<file path="config.mk">
export PLATFORM = sky130hd
export DESIGN_NAME = framed_packet_receiver
export DESIGN_NICKNAME = d
export VERILOG_FILES = /design/src/hw/rtl/frp_pkg.sv /design/src/hw/rtl/frp_ctrl.sv /design/src/hw/rtl/frp_datapath.sv /design/src/hw/rtl/framed_packet_receiver.sv
export SDC_FILE = /design/constraint.sdc
export NUM_CORES = 1
export LEC_CHECK = 0
export BUFFER_PORTS_ARGS = -buffer_cell sky130_fd_sc_hd__clkbuf_2
export CORE_UTILIZATION = 45
export CTS_CLUSTER_SIZE = 24
export DETAILED_ROUTE_END_ITERATION = 16
export PLACE_DENSITY = 0.71
export SLEW_MARGIN = 20
export SYNTH_ARGS = -nofsm -noshare
export SYNTH_HDL_FRONTEND = slang
export SYNTH_SLANG_ARGS = --single-unit
</file>
<file path="constraint.sdc">
create_clock -name clk -period 10.8 [get_ports clk]
set_clock_uncertainty 0.1 [all_clocks]
set_input_delay 0 -clock clk [delete_from_list [all_inputs] [get_ports clk]]
set_output_delay 0 -clock clk [all_outputs]
set_load 0.05 [all_outputs]
</file>
<file path="src/hw/rtl/frp_pkg.sv">
`timescale 1ns / 1ps

package frp_pkg;

  // Packet geometry
  localparam int MAX_PACKET = 64;
  localparam int POS_W      = $clog2(MAX_PACKET);
  localparam int LEN_W      = 7;
  localparam int BYTE_W     = 8;
  localparam int HDR_LEN    = 5;
  localparam int LEN_POS    = 3;
  localparam int ID_LO_POS  = 1;
  localparam int ID_HI_POS  = 2;
  localparam int DEST_POS   = 4;

  // Configuration register indexes
  localparam logic [1:0] REG_START   = 2'd0;
  localparam logic [1:0] REG_MAX_LEN = 2'd1;
  localparam logic [1:0] REG_MIN_LEN = 2'd2;

  // Result kinds and error codes
  localparam logic       KIND_ERROR    = 1'b0;
  localparam logic       KIND_CONTENT  = 1'b1;
  localparam logic [1:0] ERR_OUTSIDE   = 2'd0;
  localparam logic [1:0] ERR_TOO_LONG  = 2'd1;
  localparam logic [1:0] ERR_TOO_SHORT = 2'd2;

  typedef enum logic [2:0] {
    ST_IDLE,
    ST_DECIDE,
    ST_EMIT_ERR,
    ST_EMIT_EMPTY,
    ST_PKT_READ,
    ST_PKT_LOAD
  } state_t;

  // What the captured byte leads to
  typedef enum logic [1:0] {
    ACT_NONE,
    ACT_ERROR,
    ACT_EMPTY,
    ACT_PACKET
  } act_t;

  typedef struct packed {
    logic capture;
    logic commit;
    logic rd_issue;
    logic load_err;
    logic load_empty;
    logic load_pay;
  } dp_cmd_t;

  typedef struct packed {
    act_t act;
    logic slot_free;
    logic run_last;
  } dp_status_t;

endpackage

</file>
<file path="src/hw/rtl/frp_ctrl.sv">
`timescale 1ns / 1ps

module frp_ctrl import frp_pkg::*; (
  input  logic       clk,
  input  logic       rst,
  input  logic       in_valid,
  output logic       in_stall,
  input  dp_status_t status,
  output dp_cmd_t    cmd
);

  state_t state;
  state_t state_next;

  // State register
  always_ff @(posedge clk) begin
    if (rst) begin
      state <= ST_IDLE;
    end else begin
      state <= state_next;
    end
  end

  // Next state
  always_comb begin
    state_next = state;
    unique case (state)
      ST_IDLE: begin
        if (in_valid) state_next = ST_DECIDE;
      end
      ST_DECIDE: begin
        unique case (status.act)
          ACT_ERROR:  state_next = ST_EMIT_ERR;
          ACT_EMPTY:  state_next = ST_EMIT_EMPTY;
          ACT_PACKET: state_next = ST_PKT_READ;
          default:    state_next = ST_IDLE;
        endcase
      end
      ST_EMIT_ERR: begin
        if (status.slot_free) state_next = ST_IDLE;
      end
      ST_EMIT_EMPTY: begin
        if (status.slot_free) state_next = ST_IDLE;
      end
      ST_PKT_READ: begin
        state_next = ST_PKT_LOAD;
      end
      ST_PKT_LOAD: begin
        if (status.slot_free) state_next = status.run_last ? ST_IDLE : ST_PKT_READ;
      end
      default: state_next = ST_IDLE;
    endcase
  end

  // Commands to the datapath
  always_comb begin
    cmd      = '0;
    in_stall = 1'b1;
    unique case (state)
      ST_IDLE: begin
        in_stall    = 1'b0;
        cmd.capture = in_valid;
      end
      ST_DECIDE:     cmd.commit     = 1'b1;
      ST_EMIT_ERR:   cmd.load_err   = status.slot_free;
      ST_EMIT_EMPTY: cmd.load_empty = status.slot_free;
      ST_PKT_READ:   cmd.rd_issue   = 1'b1;
      ST_PKT_LOAD:   cmd.load_pay   = status.slot_free;
      default: ;
    endcase
  end

endmodule

</file>
<file path="src/hw/rtl/frp_datapath.sv">
`timescale 1ns / 1ps

module frp_datapath import frp_pkg::*; (
  input  logic        clk,
  input  logic        rst,
  input  logic        cfg_we,
  input  logic [1:0]  cfg_index,
  input  logic [7:0]  cfg_data,
  input  logic [7:0]  rx_byte,
  input  dp_cmd_t     cmd,
  output dp_status_t  status,
  input  logic        out_stall,
  output logic        out_valid,
  output logic        kind,
  output logic [1:0]  error_code,
  output logic [15:0] packet_id,
  output logic [7:0]  dest,
  output logic [7:0]  payload_byte,
  output logic        payload_present,
  output logic        last
);

  // Configuration
  logic [BYTE_W-1:0] start_byte;
  logic [LEN_W-1:0]  max_length;
  logic [LEN_W-1:0]  min_length;

  // Parser state
  logic [POS_W-1:0]  wp;
  logic [LEN_W-1:0]  exp_len;
  logic              in_packet;
  logic              dropping;
  logic [POS_W-1:0]  rd_idx;

  // Payload registers
  logic [BYTE_W-1:0] byte_q;
  logic [BYTE_W-1:0] id_lo;
  logic [BYTE_W-1:0] id_hi;
  logic [BYTE_W-1:0] dest_q;
  logic [1:0]        err_code_q;
  logic [BYTE_W-1:0] rd_data;
  logic [BYTE_W-1:0] store [MAX_PACKET];

  // Decision signals
  logic              is_start;
  logic              open_pkt;
  logic              take;
  logic [POS_W-1:0]  wp_eff;
  logic [LEN_W-1:0]  exp_base;
  logic [LEN_W-1:0]  exp_eff;
  logic              at_len;
  logic              too_long;
  logic              too_short;
  logic              len_err;
  logic              closing;
  logic [1:0]        err_sel;

  // Register writes; unknown indexes are ignored
  always_ff @(posedge clk) begin
    if (rst) begin
      start_byte <= '0;
      max_length <= LEN_W'(MAX_PACKET);
      min_length <= LEN_W'(HDR_LEN);
    end else if (cfg_we) begin
      unique case (cfg_index)
        REG_START:   start_byte <= cfg_data;
        REG_MAX_LEN: max_length <= cfg_data[LEN_W-1:0];
        REG_MIN_LEN: min_length <= cfg_data[LEN_W-1:0];
        default: ;
      endcase
    end
  end

  // Classify the captured byte
  always_comb begin
    is_start  = (byte_q == start_byte);
    open_pkt  = is_start && !in_packet;
    take      = is_start || (in_packet && !dropping);
    wp_eff    = open_pkt ? '0 : wp;
    exp_base  = open_pkt ? LEN_W'(MAX_PACKET) : exp_len;
    at_len    = (wp_eff == POS_W'(LEN_POS));
    too_long  = (byte_q > {1'b0, max_length}) || (byte_q > BYTE_W'(MAX_PACKET));
    too_short = (byte_q < {1'b0, min_length}) || (byte_q < BYTE_W'(HDR_LEN));
    len_err   = at_len && (too_long || too_short);
    exp_eff   = at_len ? byte_q[LEN_W-1:0] : exp_base;
    closing   = ((LEN_W'(wp_eff) + LEN_W'(1)) == exp_eff);
    err_sel   = !take ? ERR_OUTSIDE : (too_long ? ERR_TOO_LONG : ERR_TOO_SHORT);

    if (take) begin
      if (len_err)                          status.act = ACT_ERROR;
      else if (!closing)                    status.act = ACT_NONE;
      else if (exp_eff == LEN_W'(HDR_LEN))  status.act = ACT_EMPTY;
      else                                  status.act = ACT_PACKET;
    end else begin
      status.act = dropping ? ACT_NONE : ACT_ERROR;
    end
    status.slot_free = !out_valid || !out_stall;
    status.run_last  = ((LEN_W'(rd_idx) + LEN_W'(1)) == exp_len);
  end

  // Parser state update
  always_ff @(posedge clk) begin
    if (rst) begin
      wp        <= '0;
      exp_len   <= LEN_W'(MAX_PACKET);
      in_packet <= 1'b0;
      dropping  <= 1'b0;
      rd_idx    <= '0;
    end else begin
      if (cmd.commit) begin
        rd_idx <= POS_W'(HDR_LEN);
        if (take) begin
          if (open_pkt) dropping <= 1'b0;
          if (len_err) begin
            in_packet <= 1'b0;
            dropping  <= 1'b1;
            wp        <= wp_eff;
            exp_len   <= exp_base;
          end else if (closing) begin
            in_packet <= 1'b0;
            wp        <= wp_eff;
            exp_len   <= exp_eff;
          end else begin
            in_packet <= 1'b1;
            wp        <= wp_eff + POS_W'(1);
            exp_len   <= exp_eff;
          end
        end else if (!dropping) begin
          in_packet <= 1'b0;
          dropping  <= 1'b1;
        end
      end else if (cmd.load_pay) begin
        rd_idx <= rd_idx + POS_W'(1);
      end
    end
  end

  // Captured byte, header fields and error code
  always_ff @(posedge clk) begin
    if (cmd.capture) byte_q <= rx_byte;
    if (cmd.commit) begin
      err_code_q <= err_sel;
      if (take && wp_eff == POS_W'(ID_LO_POS)) id_lo  <= byte_q;
      if (take && wp_eff == POS_W'(ID_HI_POS)) id_hi  <= byte_q;
      if (take && wp_eff == POS_W'(DEST_POS))  dest_q <= byte_q;
    end
  end

  // Packet store: one write port, one registered read port
  always_ff @(posedge clk) begin
    if (cmd.commit && take) store[wp_eff] <= byte_q;
    if (cmd.rd_issue) rd_data <= store[rd_idx];
  end

  // Output register
  always_ff @(posedge clk) begin
    if (rst) begin
      out_valid <= 1'b0;
    end else if (cmd.load_err || cmd.load_empty || cmd.load_pay) begin
      out_valid <= 1'b1;
    end else if (!out_stall) begin
      out_valid <= 1'b0;
    end
  end

  always_ff @(posedge clk) begin
    if (cmd.load_err) begin
      kind            <= KIND_ERROR;
      error_code      <= err_code_q;
      packet_id       <= '0;
      dest            <= '0;
      payload_byte    <= '0;
      payload_present <= 1'b0;
      last            <= 1'b1;
    end else if (cmd.load_empty || cmd.load_pay) begin
      kind            <= KIND_CONTENT;
      error_code      <= ERR_OUTSIDE;
      packet_id       <= {id_hi, id_lo};
      dest            <= dest_q;
      payload_byte    <= cmd.load_pay ? rd_data : '0;
      payload_present <= cmd.load_pay;
      last            <= cmd.load_empty || status.run_last;
    end
  end

endmodule

</file>
<file path="src/hw/rtl/framed_packet_receiver.sv">
`timescale 1ns / 1ps

// Channel | Handshake             | Payload
// --------+-----------------------+---------------------------------------------
// in      | in_valid / in_stall   | rx_byte
// out     | out_valid / out_stall | kind, error_code, packet_id, dest,
//         |                       | payload_byte, payload_present, last
// cfg     | cfg_valid / cfg_ready | cfg_index, cfg_data
//
// A byte that gives no result passes through capture and decide; an error then
// waits in its own state to load the output register.
// At packet end each payload result is read from the registered read port of the
// packet store, then loaded into the output register; an empty packet gives one result.
// Reset is synchronous and clears control state; the packet store is not cleared.
// A stalled output holds its item; a new byte is taken once the previous one's
// results are all in the output register.

module framed_packet_receiver import frp_pkg::*; (
  input  logic        clk,
  input  logic        rst,
  input  logic        cfg_valid,
  output logic        cfg_ready,
  input  logic [1:0]  cfg_index,
  input  logic [7:0]  cfg_data,
  input  logic        in_valid,
  output logic        in_stall,
  input  logic [7:0]  rx_byte,
  output logic        out_valid,
  input  logic        out_stall,
  output logic        kind,
  output logic [1:0]  error_code,
  output logic [15:0] packet_id,
  output logic [7:0]  dest,
  output logic [7:0]  payload_byte,
  output logic        payload_present,
  output logic        last
);

  dp_cmd_t    cmd;
  dp_status_t status;

  // Registers accept a write in any cycle
  assign cfg_ready = 1'b1;

  frp_ctrl u_ctrl (
    .clk      (clk),
    .rst      (rst),
    .in_valid (in_valid),
    .in_stall (in_stall),
    .status   (status),
    .cmd      (cmd)
  );

  frp_datapath u_dp (
    .clk             (clk),
    .rst             (rst),
    .cfg_we          (cfg_valid && cfg_ready),
    .cfg_index       (cfg_index),
    .cfg_data        (cfg_data),
    .rx_byte         (rx_byte),
    .cmd             (cmd),
    .status          (status),
    .out_stall       (out_stall),
    .out_valid       (out_valid),
    .kind            (kind),
    .error_code      (error_code),
    .packet_id       (packet_id),
    .dest            (dest),
    .payload_byte    (payload_byte),
    .payload_present (payload_present),
    .last            (last)
  );

endmodule

</file>
### After elaboration in Yosys (flattened, before gate mapping)

Memory sizes are Yosys's and may differ from the RTL's. A register that Yosys moved wholly into a read port is not among the register bits.
Cells that the tools add are included.

| operators by class | value |
|---|---|
| add/sub/neg operators | 4 |
| order comparisons | 4 |
| equal/unequal tests | 24 |
| mux-type cells | 41 |
| reductions and logical operators | 36 |

Operators with widths:

| kind | count |
|---|---|
| two-way mux 7 bit | 3 |
| two-way mux 1 bit | 20 |
| two-way mux 3 bit | 6 |
| two-way mux 6 bit | 3 |
| AND reduction 2 bit | 9 |
| case mux 3 bit (5 select lines) | 1 |
| adder 6 x 1 -> 7 bit, second input constant | 2 |
| equality test 7 bit | 2 |
| adder 6 x 1 -> 6 bit, second input constant | 2 |
| equality test 6 x 2 -> 1 bit, second input constant | 2 |
| two-way mux 2 bit | 6 |
| logical OR 1 bit | 9 |
| case mux 3 bit (3 select lines) | 1 |
| equality test 8 bit | 1 |
| greater-than comparator 8 x 7 -> 1 bit | 1 |
| greater-than comparator 8 x 7 -> 1 bit, second input constant | 1 |
| less-than comparator 8 x 3 -> 1 bit, second input constant | 1 |
| less-than comparator 8 x 7 -> 1 bit | 1 |
| two-way mux 8 bit | 1 |
| equality test 7 x 3 -> 1 bit, second input constant | 1 |
| logical AND 1 bit | 7 |
| equality test 2 bit, second input constant | 3 |
| equality test 3 x 2 -> 1 bit, second input constant | 2 |
| equality test 3 bit, second input constant | 2 |
| 13 further kinds | 22 |

| storage, ports and cells | value |
|---|---|
| register bits after elaboration | 118 |
| memory bits (writable) | 512 |
| input port bits | 23 |
| output and inout bits | 40 |
| word-level logic and storage cells | 133 |
| memories | 1 |

Memory list:

| memory | depth | width | rd ports | clocked after Yosys merged registers in | write ports | RTL line | text |
|---|---|---|---|---|---|---|---|
| u_dp.store | 64 | 8 | 1 | 1 | 1 | frp_datapath.sv:42 | `logic [BYTE_W-1:0] store [MAX_PACKET];` |

### Depth between registers and ports, before layout

| logic depth | value |
|---|---|
| depth in word-level cells | 13 |
| depth in mapped cells | 24 |
| mapped depth without buffers | 21 |

### Hierarchy

Synthesis repeated with hierarchy kept, for this count alone.

| second synthesis, totals | value |
|---|---|
| cells, all modules | 1,666 |
| area, all modules | 25,932.4 um^2 |

By module, submodules not included:

| module | instances | cells each | area an instance (um^2) | seq. area each (um^2) |
|---|---|---|---|---|
| frp_datapath | 1 | 1,634 | 25,678.4 | 18,277.5 |
| frp_ctrl | 1 | 30 | 242.7 | 60.1 |
| framed_packet_receiver | 1 | 2 | 11.3 | 0.0 |

### Worst setup path before layout

No wires, ideal clock.

| timing path | value |
|---|---|
| path kind | flip-flop to flip-flop |
| from | register u_dp.byte_q[1] |
| to | register u_ctrl.state[0] |
| setup time | 0.129 ns |
| arrival | 4.997 ns |
| setup slack | 5.574 ns |
| cell stages (with the launch flop) | 25 |
| buffers on the path | 4 |
| cells stage by stage | edfxtp_1 > xnor2_1 > nand4_1 > or3_1 > buf_2 > clkbuf_1 > nand2_1 > inv_1 > ha_1 > clkbuf_1 > nand2_1 > o221ai_1 > a32oi_1 > a2111o_1 > or3_4 > buf_6 > a21oi_1 > o21ai_0 > ha_1 > nand2_1 > o22ai_1 > a21oi_1 > nor2_1 > a31oi_1 > nor2_1 |

| between the ends | value |
|---|---|
| longest elaborated chain between the ends | 13 |

Ends and longest elaborated chain:

| what | RTL line | text |
|---|---|---|
| start, declared | frp_datapath.sv:36 | `logic [BYTE_W-1:0] byte_q;` |
| start signal, assigned | frp_datapath.sv:140 | `if (cmd.capture) byte_q <= rx_byte;` |
| parallel branches: the longest is 9 deep, another holds adder 6 x 1 -> 7 bit | - |  |
| two-way mux 2 bit * | frp_datapath.sv:89 | `if (take) begin` |
| equality test 2 bit or equality test 2 x 1 -> 1 bit (tied branches) | frp_ctrl.sv:32 | `unique case (status.act)` |
| case mux 3 bit (3 select lines) * | frp_ctrl.sv:32 |  |
| case mux 3 bit (5 select lines) * | frp_ctrl.sv:27 | `unique case (state)` |
| end signal, assigned | frp_ctrl.sv:20 | `state <= state_next;` |
| end, declared | frp_ctrl.sv:12 | `state_t state;` |

Every way passes the cells marked *.
A chain may end at the register's enable or synchronous reset.

### Worst setup path in the final report

Same ends and word-level chain as after synthesis.

==> metrics.md <==
| Metric | Value |
|---|---|
| Total wire length | `57.0 mm` |
| Setup TNS | `0 ns` |
| Clock-pin slew reported for the worst setup and hold paths after clock tree synthesis | `0.06 ns` |
| Routed length per instance | `22.5 µm` |
| Area enclosed by the die boundary | `58,400 µm²` |
| Worst path slowest cell | `sky130_fd_sc_hd__buf_4` |
| Combinational group share of total power | `0.059` |
| Most frequently used cell type in the post-synthesis netlist | `sky130_fd_sc_hd__edfxtp_1` |
| Setup-failing EPs final | `0` |
| Post-synth ARST share | `0` |
| Slew @ Worst Pin | `1.10 ns` |
| Number of levels the H-tree was split into | `2` |
| Count of fill cells added during filler insertion | `4,576` |
| Initial Utilization | `0.457` |
| Leakage power total | `9.22 nW` |
| Critical path launch point type | `flop` |
| Peak ir drop on the vdd network | `0.000126 V` |
| Internal power summed over all cells | `4.01 mW` |
| Final Critical Period | `5.65 ns` |
| Share of the synthesized area in compound gates (AO/OA/AOI/OAI) | `0.0715` |
| Total core area | `56,500 µm²` |
| Nets in the synthesized netlist | `1,686` |
| Peak fanout along the critical path | `74` |
| Routed met1 length | `24.4 mm` |
| Final total power | `5.12 mW` |
| XOR/XNOR share of the synthesized area | `0.00969` |
| Sw frac | `0.218` |
| Final HPWL from detailed placement | `34.0 mm` |
| DR iter-0 viols | `1,549` |
| Type of destination of the critical path | `flop` |
| Max cap viols | `0` |
| N_diodes | `0` |
| Final RePlAce weighted congestion | `0.876` |
| Ports | `63` |
| Grt total ovfl | `0` |
| Area growth, synth to finish | `13.0%` |
| Area fraction of the dominant cell type after synthesis | `0.647` |
| Count of buffers inserted at the top-level ports | `61` |
| Netlist area before placement | `25,800 µm²` |
| Sequential fraction of the synthesis area | `0.710` |
| Portion of total power attributed to the clock network | `0.409` |
| Initial antenna violation count | `0` |
| Startpoint-to-endpoint class of the critical path | `flop to flop` |
| Critical-path cell list | `buf_4 > xnor2_1 > nand4_1 > or3_1 > nand2_1 > inv_1 > ha_1 > inv_1 > nor2_1 > o221ai_1 > a32oi_1 > a2111o_1 > or3_4 > a21oi_1 > o21ai_0 > ha_1 > nand2_1 > o22ai_1 > a21oi_1 > nor2_1 > a31oi_1 > nor2_1` |
| Final hold violation count | `0` |
| Top layer in use | `met4` |
| Maximum clock frequency | `0.177 GHz` |
| Die height | `242 µm` |
| Num Clock Sinks | `638` |
| CTS max path bufs | `3` |
| Pwr Density | `176 nW/µm²` |
| Setup repair after global routing missed its margin | `false` |
| Clock tree from TritonCTS | `done` |
| Most used DFF post-synth | `sky130_fd_sc_hd__edfxtp_1` |
| X dimension of the die | `242 µm` |
| Number of cell rows | `87` |
| Number of synthesized flops with an enable pin | `556` |
| Required time at the endpoint of the critical path | `11.17 ns` |
| Total Routing Usage GR | `0.194` |
| Unique cell type count in the Yosys netlist | `69` |
| Flip-flop and latch count after synthesis | `638` |
| CTS Root Cell | `sky130_fd_sc_hd__clkbuf_16` |
| Number of buffers inserted during clock tree synthesis | `61` |
| Clock latency on the worst-skew pair | `0.63 ns` |
| Worst Hold Class | `input port to flop` |
| Post-Synthesis Mean Instance Area | `15.7 µm²` |
| Most common library cells after synthesis | `556 x sky130_fd_sc_hd__edfxtp_1, 118 x sky130_fd_sc_hd__nor2_1, 116 x sky130_fd_sc_hd__mux2i_1, 116 x sky130_fd_sc_hd__nand2_1, 114 x sky130_fd_sc_hd__a21oi_1` |
| Total length of routed met2 wires | `27.4 mm` |
| Via count of the first global-routing pass | `14,400` |
| Vias/cell | `5.75` |
| Post-synthesis simple-gate area fraction | `0.0575` |
| Fraction of layout cells with a size suffix above 1 | `0.168` |
| CP most frequent cell | `sky130_fd_sc_hd__nor2_1` |
| Final max-slew violation count | `0` |
| Global-route wire length before repair | `86.8 mm` |
| Number of nets with antenna violations after detailed routing | `0` |
| DRC | `0` |
| Combinational family with the most area after synthesis | `multiplexers` |
| Pre-Repair DR Iteration Count | `5` |
| Count of nets after finishing | `1,772` |
| Part of the power in registers | `0.533` |
| Total length of routed met3 wires | `3.93 mm` |
| Portion of netlist area occupied by mux cells | `0.123` |
| Count of instances resized after the clock tree is built | `0` |
| Maximum number of pins on one net before global-route repair | `103` |
| Syn Inst Count | `1,643` |
| Slew Limit Headroom | `0.266` |
| Count of buffers added by post-CTS timing repair for setup | `0` |
| Final Cycle Share | `0.524` |
| Critical Path AT | `6.02 ns` |
| Status | `completed` |
| Synth warnings | `0` |
| Switching power of the nets | `1.11 mW` |
| Leading area contributor after synthesis | `sky130_fd_sc_hd__edfxtp_1` |
| Total via count in the routed design | `14,600` |
| Adder-cell share of the synthesized area | `0.00969` |
| Largest stage delay, worst path | `0.70 ns` |
| R2R Setup Slk | `5.15 ns` |
| Cell types occupying the most area after synthesis | `sky130_fd_sc_hd__edfxtp_1 65%, sky130_fd_sc_hd__dfxtp_1 6.4%, sky130_fd_sc_hd__mux4_2 6.3%, sky130_fd_sc_hd__mux2i_1 4.5%, sky130_fd_sc_hd__a21oi_1 2.2%` |
final timing paths:
path | from | end | cells past startpoint
max | u_dp.byte_q[1] | u_ctrl.state[0] | 22
min | rst | u_dp.max_length[2] | 2
max reg2reg | u_dp.byte_q[1] | u_ctrl.state[0] | 22
min reg2reg | u_dp.packet_id[2] | u_dp.packet_id[2] | 2
cell families (layout without fill, tap and decap cells):
kind of cell             count (synthesis)  count (layout)
adder cells (fa/ha/maj)                 20              20
flip-flops                             638             638
XOR/XNOR                                26              26
AND/OR/NAND/NOR                        326             326
AO/OA/AOI/OAI                          292             292
buffers and inverters                  117             254
multiplexers                           223             223
other                                    1               1
critical path: cells and delay by family, from the launching register on:
kind | cells | cell delay [ns]
flip-flops | 1 | 0.32
AO/OA/AOI/OAI | 8 | 1.43
AND/OR/NAND/NOR | 8 | 1.81
adder cells (fa/ha/maj) | 2 | 0.59
buffers and inverters | 3 | 1.03
XOR/XNOR | 1 | 0.22
state kept, by name, indices dropped and copies added (netlist names), 7 cells and up:
register,cells
u_dp.byte_q,8
u_dp.payload_byte,8
u_dp.min_length,7
u_dp.max_length,7
u_dp.store,512
u_dp.packet_id,16
u_dp.rd_data,8
u_dp.dest,8
u_dp.exp_len,7
u_dp.id_hi,8
u_dp.id_lo,8
u_dp.start_byte,8
u_dp.dest_q,8
per-layer routing:
metal | vias to the layer above | global-route usage
li1 | 6582 | -
met1 | 7353 | 0.274
met2 | 546 | 0.312
met3 | 91 | 0.0295
met4 | 0 | 0.0568
met5 | - | 0
repair_timing:
| item | in CTS | in global routing |
|---|---|---|
| endpoints found under the setup margin | 0 | 0 |
| hold buffers | 34 | 0 |
| hold endpoints to repair | 50 | 0 |
power by group through the flow:
stage / combinational (mW) / clock [mW] / sequential, mW
after global placement: 0.284 / 0 / 2.78
after global routing: 0.321 / 2.22 / 2.73
after floorplan: 0.143 / 0 / 2.84
after CTS: 0.302 / 2.12 / 2.73
after detailed placement: 0.292 / 0 / 2.78
final: 0.301 / 2.09 / 2.73
cells in the final DEF (no fill, tap or decap), types with 12 or more instances in the layout:
master and instances:
sky130_fd_sc_hd__clkbuf_16 62, sky130_fd_sc_hd__mux4_2 72, sky130_fd_sc_hd__o221ai_1 33, sky130_fd_sc_hd__mux2i_1 116, sky130_fd_sc_hd__o21ai_0 46, sky130_fd_sc_hd__nand2_1 116, sky130_fd_sc_hd__nor2_1 118, sky130_fd_sc_hd__mux2_2 34
sky130_fd_sc_hd__inv_1 23, sky130_fd_sc_hd__edfxtp_1 556, sky130_fd_sc_hd__a22o_1 12, sky130_fd_sc_hd__a21oi_1 114, sky130_fd_sc_hd__clkbuf_1 18, sky130_fd_sc_hd__nor3_1 12, sky130_fd_sc_hd__xnor2_1 14, sky130_fd_sc_hd__dlygate4sd3_1 34
sky130_fd_sc_hd__ha_1 20, sky130_fd_sc_hd__clkbuf_2 61, sky130_fd_sc_hd__buf_4 21, sky130_fd_sc_hd__dfxtp_1 79, sky130_fd_sc_hd__o22ai_1 36, sky130_fd_sc_hd__clkinv_2 13
through the flow:
stage	std cells	area (µm²)	utilization	hold WS [ns]	setup slack, ns
floorplan	1643	25800	-	-0.00113	5.57
global placement	2388	26900	0.476	0.0836	5.51
detailed placement	2388	26900	0.476	0.0787	5.21
CTS	2536	29200	0.516	0.0557	5.21
global route	2536	29200	0.516	0.140	4.60
finish	2536	29200	0.516	0.0744	5.15
area by class of cell:
class / instances / area (µm²) / area share
inverters: 23 / 86.3 / 0.00296
repair buffers: 117 / 823 / 0.0282
flip-flops and latches: 638 / 18300 / 0.629
clock inverters: 30 / 285 / 0.00978
multi-input cells: 888 / 7020 / 0.241
clock buffers: 84 / 1670 / 0.0574
well taps: 756 / 946 / 0.0324
Note: power is estimated with default switching activity, not from simulation.
